$ cat src/design/scc_pkg.sv
// Shared types and constants for the segment crossing counter.
package scc_pkg;

   // Width of the reported crossing count; the count saturates at all ones.
   localparam int COUNT_BITS = 16;

   // Controller states.
   typedef enum logic [2:0] {
      ST_IDLE,
      ST_READ_I,
      ST_LATCH_I,
      ST_SWEEP,
      ST_DRAIN,
      ST_DONE
   } scc_state_type;

   // Commands from controller to datapath.
   typedef struct packed {
      logic load;      // store the edge on the request ports
      logic read_i;    // read the outer edge from the store
      logic latch_i;   // capture the outer edge from the read data
      logic read_j;    // read the next inner edge into the pair pipeline
      logic emit;      // result transfer this cycle; empty the store
   } scc_cmd_type;

   // Status from datapath to controller.
   typedef struct packed {
      logic j_last;    // inner index is on the last stored edge
      logic i_last;    // outer index is on the last stored edge
      logic pipe_busy; // pair pipeline still holds work
   } scc_stat_type;

endpackage

$ cat src/design/scc_ctrl.sv
// Controller state machine: edge loading, pairwise sweep sequencing, result transfer.
module scc_ctrl (
   input  logic                  clock,
   input  logic                  reset,
   input  logic                  start,
   input  logic                  last_edge,
   input  scc_pkg::scc_stat_type stat,
   output scc_pkg::scc_cmd_type  cmd,
   output logic                  busy,
   output logic                  rsp_valid
);

   scc_pkg::scc_state_type state_ff, state_in;

   // State register
   always_ff @(posedge clock) begin
      if (reset) begin
         state_ff <= scc_pkg::ST_IDLE;
      end else begin
         state_ff <= state_in;
      end
   end

   // Next state
   always_comb begin
      state_in = state_ff;
      unique case (state_ff)
         scc_pkg::ST_IDLE: begin
            if (start && last_edge) state_in = scc_pkg::ST_READ_I;
         end
         scc_pkg::ST_READ_I:  state_in = scc_pkg::ST_LATCH_I;
         scc_pkg::ST_LATCH_I: state_in = scc_pkg::ST_SWEEP;
         scc_pkg::ST_SWEEP: begin
            if (stat.j_last) begin
               state_in = stat.i_last ? scc_pkg::ST_DRAIN : scc_pkg::ST_READ_I;
            end
         end
         scc_pkg::ST_DRAIN: begin
            if (!stat.pipe_busy) state_in = scc_pkg::ST_DONE;
         end
         scc_pkg::ST_DONE: state_in = scc_pkg::ST_IDLE;
         default:          state_in = scc_pkg::ST_IDLE;
      endcase
   end

   // Outputs
   always_comb begin
      cmd       = '0;
      busy      = 1'b1;
      rsp_valid = 1'b0;
      unique case (state_ff)
         scc_pkg::ST_IDLE: begin
            busy     = 1'b0;
            cmd.load = start;
         end
         scc_pkg::ST_READ_I:  cmd.read_i  = 1'b1;
         scc_pkg::ST_LATCH_I: cmd.latch_i = 1'b1;
         scc_pkg::ST_SWEEP:   cmd.read_j  = 1'b1;
         scc_pkg::ST_DRAIN:   cmd         = '0;
         scc_pkg::ST_DONE: begin
            cmd.emit  = 1'b1;
            rsp_valid = 1'b1;
         end
         default: cmd = '0;
      endcase
   end

   // The block is free again right after a result transfer
   a_free_after_rsp: assert property (@(posedge clock) disable iff (reset)
      rsp_valid |=> !busy)
      else $error("busy after result transfer");

   // A sweep only ends through a result transfer
   a_busy_ends_with_rsp: assert property (@(posedge clock) disable iff (reset)
      $fell(busy) |-> $past(rsp_valid))
      else $error("busy dropped without a result");

endmodule

$ cat config.mk
export PLATFORM = sky130hd
export DESIGN_NAME = scc_ctrl
export DESIGN_NICKNAME = d
export VERILOG_FILES = /design/src/design/scc_pkg.sv /design/src/design/scc_ctrl.sv
export SDC_FILE = /design/constraint.sdc
export NUM_CORES = 1
export LEC_CHECK = 0
export ABC_CLOCK_PERIOD_IN_PS = 1100
export CORE_AREA = 4 4 41 43
export DETAILED_ROUTE_END_ITERATION = 10
export DIE_AREA = 0 0 45 47
export DONT_BUFFER_PORTS = 1
export PLACE_DENSITY_LB_ADDON = 0.12
export SYNTH_ARGS = -nofsm -noshare
export SYNTH_HDL_FRONTEND = slang
export SYNTH_SLANG_ARGS = --single-unit
$ cat constraint.sdc
create_clock -name clock -period 1.1 [get_ports clock]
set_input_delay 0.055 -clock clock [delete_from_list [all_inputs] [get_ports clock]]
set_output_delay 0.055 -clock clock [all_outputs]
set_load 0.005 [all_outputs]
# --- Word-level counts from Yosys, hierarchy flattened ---
# Index checks and enable logic that the tools add are counted.
# W data, S select, Z words.
word_totals:
  rom_bits: 0
  inputBits: 7
  latchBits: 0
  memories: 0
  reg_bits: 3
  ramBits: 0
  wordCells: 23
classes:
  mul: 0
  n_reduce_logical: 3
  div_mod_pow: 0
  n_addsub: 0
  bitwise: 0
  mux: 11
  n_lt_le_gt_ge: 0
  n_eq_ne: 8
  shifts: 0
op_table:
  columns: ["op", "count"]
  rows:
  - ["$pmux W3 S5", 1]
  - ["$mux W3", 4]
  - ["$eq A3 B2 Y1 const B", 2]
  - ["$eq A3 B3 Y1 const B", 2]
  - ["$mux W1", 6]
  - ["$ne A2 B2 Y1 const B", 3]
  - ["$eq A3 B1 Y1 const B", 1]
  - ["$logic_not A3 Y1", 1]
  - ["$reduce_and A3 Y1", 1]
  - ["$logic_and A1 B1 Y1", 1]

# --- Depth between registers and ports, before layout ---
depth:
  word_depth: 3
  depth_mapped: 4

# --- Least setup slack after synthesis ---
# OpenSTA, ideal clock, no wires.
synth_timing:
  path_kind: "register -> register"
  startpoint: "register state_ff[1]"
  endpoint: "register state_ff[1]"
  setup_slack_ps: 53
  path_stages_with_launch: 5
  arrival_ps: 933
  required_time_ps: 985
  cell_sequence: "dfxtp_1 > buf_4 > and3b_2 > nor2b_4 > o21a_1"
synth_via:
  elab_chain_len: 3
  word_cells_on_any_way: 10
  cone_classes: "eq/ne: 7; mux: 1; reduce/logical: 2"
synth_rtl:
  columns: ["element", "line_no", "text"]
  rows:
  - ["from (decl)", "scc_ctrl.sv:13", "scc_pkg::scc_state_type state_ff, state_in;"]
  - ["from (signal assigned)", "scc_ctrl.sv:18", "state_ff <= scc_pkg::ST_IDLE;"]
  - ["from (signal assigned)", "scc_ctrl.sv:20", "state_ff <= state_in;"]
  - ["$eq A3 B2 Y1, or another cell as far along", "scc_ctrl.sv:27", "unique case (state_ff)"]
  - ["$ne A2 B2 Y1 (no source line)", null, null]
  - ["$reduce_and A3 Y1 (no source line)", null, null]
# Parallel ways exist; a longest one is shown, timed or not.
# A chain may end at the register's enable or synchronous reset.

==> reports/metrics.yaml <==
floorplan:
  core_um2: 1300
  row_count: 13
  dieArea_um2: 2120
  die_h_um: 47
  die_w_um: 45
  start_util_pct: 17.6
  io_pins: 14
timing:
  finalCritPeriodShare_pct: 104
  setup_ws_ns: -0.0387
  finClkSkew_ns: 0.00111
  hold_slack_ns: 0.0127
  tightest_slew_ns: 0.287
  slew_headroom_pct: 80.9
  drv_slew: 0
  hold_viol: 0
  fmax_mhz: 878
  period_needed_ns: 1.14
  setup_viol: 1
  rsz0062_at_grt: "true"
worst_setup_path:
  start_kind: "register"
  critPathRequiredTime_ns: 1.04
  end_kind: "output pin"
  reg2reg_to: "state_ff[1]$_SDFFE_PP0P_"
  r2r-start: "state_ff[0]$_SDFFE_PP0P_"
  worstSetupPathType: "reg2out"
  arrival_ns: 1.08
  reg2regPathDepth: 5
  ff2ff_setup_slack_ns: 0.01
  critical_path_peak_fanout: 5
hold_path:
  hold_end: "state_ff[2]$_SDFFE_PP0P_"
  hold_path.class: "in2reg"
  min-delay-start: "stat[2]"
  whs_path_depth: 2
place:
  place_hpwl_um: 458
  dpl_cell_area_um2: 240
  place_congestion: 0.639
  io_buffers: 0
status:
  violations: "negative setup slack"
  run_status: "finished with violations"
synth:
  synth_area_leaders: "dfxtp_1 (26%), buf_4 (9.8%), nor3b_1 (6.6%)"
  ys_ff_latch: 3
  yosysTopAreaCell: "dfxtp_1"
  ys_seq_area_share_pct: 26.2
  synth.net_count: 34
  synth_cell_type_count: 19
  netlist.area_leader.share_pct: 26.2
  synth_area_um2: 229
  avgSynthCellArea_um2: 8.48
  yosysWarnings: 0
  synth_cells: 27
routing:
  drt-initial-drc-count: 0
  vias: 221
  first_pass_iters: 1
  post_drt_wl_per_cell_um: 13.0
  drt-total-wl_um: 651
  viasPerCell: 4.42
  post-route-drc-count: 0
  drtAntennaViolNets: 0
clock_network:
  cts-root-buf: "clkbuf_4"
  cts_max_path_buffers: 2
  clk_pin_slew_worst_paths_ns: 0.03
  numCtsBuffers: 3
  cts_tree: "yes"
  insertion_delay_ns: 0.23
  cts.sinks: 3
  h-tree-depth: 1
flow_run:
  drv_cap: 0
global_routing:
  grt_pass1_vias: 244
  grt_pass1_wl_mm: 1.16
  grt_max_degree: 10
  grt_antenna_before_repair: 0
  grt.total_usage_pct: 8.04
  overflow: 0
layout:
  regMostFlops: "state_ff"
  fin_nets: 43
  largest_register_ffs: 3
  fillers: 161
  stdcell_area_um2: 355
  reg_top3: "state_ff (3)"
  syn2layout_area_growth_pct: 55.2
  diodes: 0
  utilization_pct: 27.3
  drive_above_1_share_pct: 60.0
power:
  p_leak_nw: 0.145
  power.density_nw_per_um2: 1100
  irDropWorstVdd_v: 0.000456
==> final cells by class <==
cell class                 count  area (um^2)  area share, %
sequential                     3         71.3           20.1
clock buffer                   4         26.3           7.39
timing repair buffer           7         62.6           17.6
multi-input combinational     20          173           48.6
inverter                       1         3.75           1.06
tap                           15         18.8           5.28
==> synth_stat cells <==
cell	instances
a21bo_2	1
a22oi_1	1
a31oi_1	1
and3_1	1
and3b_1	1
and3b_2	1
buf_4	3
dfxtp_1	3
inv_1	1
nand2_1	2
nand2b_1	1
nand3b_1	1
nor2_1	3
nor2b_4	1
nor3_2	1
nor3b_1	2
o21a_1	1
or3_1	1
xnor2_1	1
==> placed cells by master, fill, tap and decap left out, types with 2 or more instances in the layout <==
| master | n |
|---|---|
| nand2_1 | 2 |
| dfxtp_4 | 3 |
| buf_4 | 4 |
| buf_6 | 2 |
| clkbuf_4 | 3 |
| nor2_1 | 2 |
==> worst max-delay path, cell delays in order (launching register included) <==
cell	delay (ns)
dfxtp_4	0.35
or3_4	0.41
nor2_4	0.09
==> power breakdown <==
part / total (mW) / switching, mW / internal [mW] / leakage (nW)
combinational: 0.0803 / 0.0346 / 0.0457 / 0.104
sequential: 0.121 / 0.00883 / 0.112 / 0.0267
clock: 0.190 / 0.0545 / 0.136 / 0.0150
total: 0.391 / 0.0979 / 0.294 / 0.145
==> cell families (layout without fill, tap and decap cells) <==
| family | after synthesis | in the layout | synth area share [%] |
|---|---|---|---|
| simple gates | 15 | 15 | 44.8 |
| compound gates | 4 | 4 | 13.7 |
| buf+inv | 4 | 12 | 11.5 |
| flops | 3 | 3 | 26.2 |
| xor+xnor | 1 | 1 | 3.83 |
==> layer usage <==
layer | GRT usage, % | up-vias | share of wire (%)
met2 | 13.3 | 11 | 54
met1 | 7.69 | 102 | 36
met4 | 3.51 | 0 | 0
met3 | 5.75 | 0 | 9.8
met5 | 0 | - | 0
li1 | - | 108 | -
==> per-stage QoR <==
step | total power [mW] | setup TNS (ns) | instances | worst slack, ns
floorplan | 0.162 | 0 | 27 | 0.0527
global placement | 0.170 | 0 | 41 | 0.0116
detailed placement | 0.169 | -0.0441 | 41 | -0.0313
CTS | 0.389 | -0.135 | 49 | -0.0599
global route | 0.427 | -0.166 | 50 | -0.0688
finish | 0.391 | -0.0387 | 50 | -0.0387
==> repair_timing <==
action                     in CTS  in global routing
buffers inserted                3                  1
setup endpoints to repair       9                  7
hold endpoints to repair        2                  0
gates resized for setup         9                  5
hold buffers                    1                  0
pin swaps                       2                  4
==> worst max-delay path by stage <==
stage                              from                        to  slack [ns]  cells after the start
2_1_floorplan  state_ff[1]$_SDFFE_PP0P_  state_ff[1]$_SDFFE_PP0P_        0.05                      4
3_3_place_gp   state_ff[2]$_SDFFE_PP0P_  state_ff[1]$_SDFFE_PP0P_        0.01                      3
3_5_place_dp   state_ff[2]$_SDFFE_PP0P_  state_ff[1]$_SDFFE_PP0P_       -0.03                      3
4_1_cts        state_ff[2]$_SDFFE_PP0P_                    cmd[4]       -0.06                      2
5_1_grt        state_ff[2]$_SDFFE_PP0P_                    cmd[4]       -0.07                      2
6_report       state_ff[2]$_SDFFE_PP0P_                    cmd[4]       -0.04                      2
No activity file was read; power rests on OpenSTA's default activity.
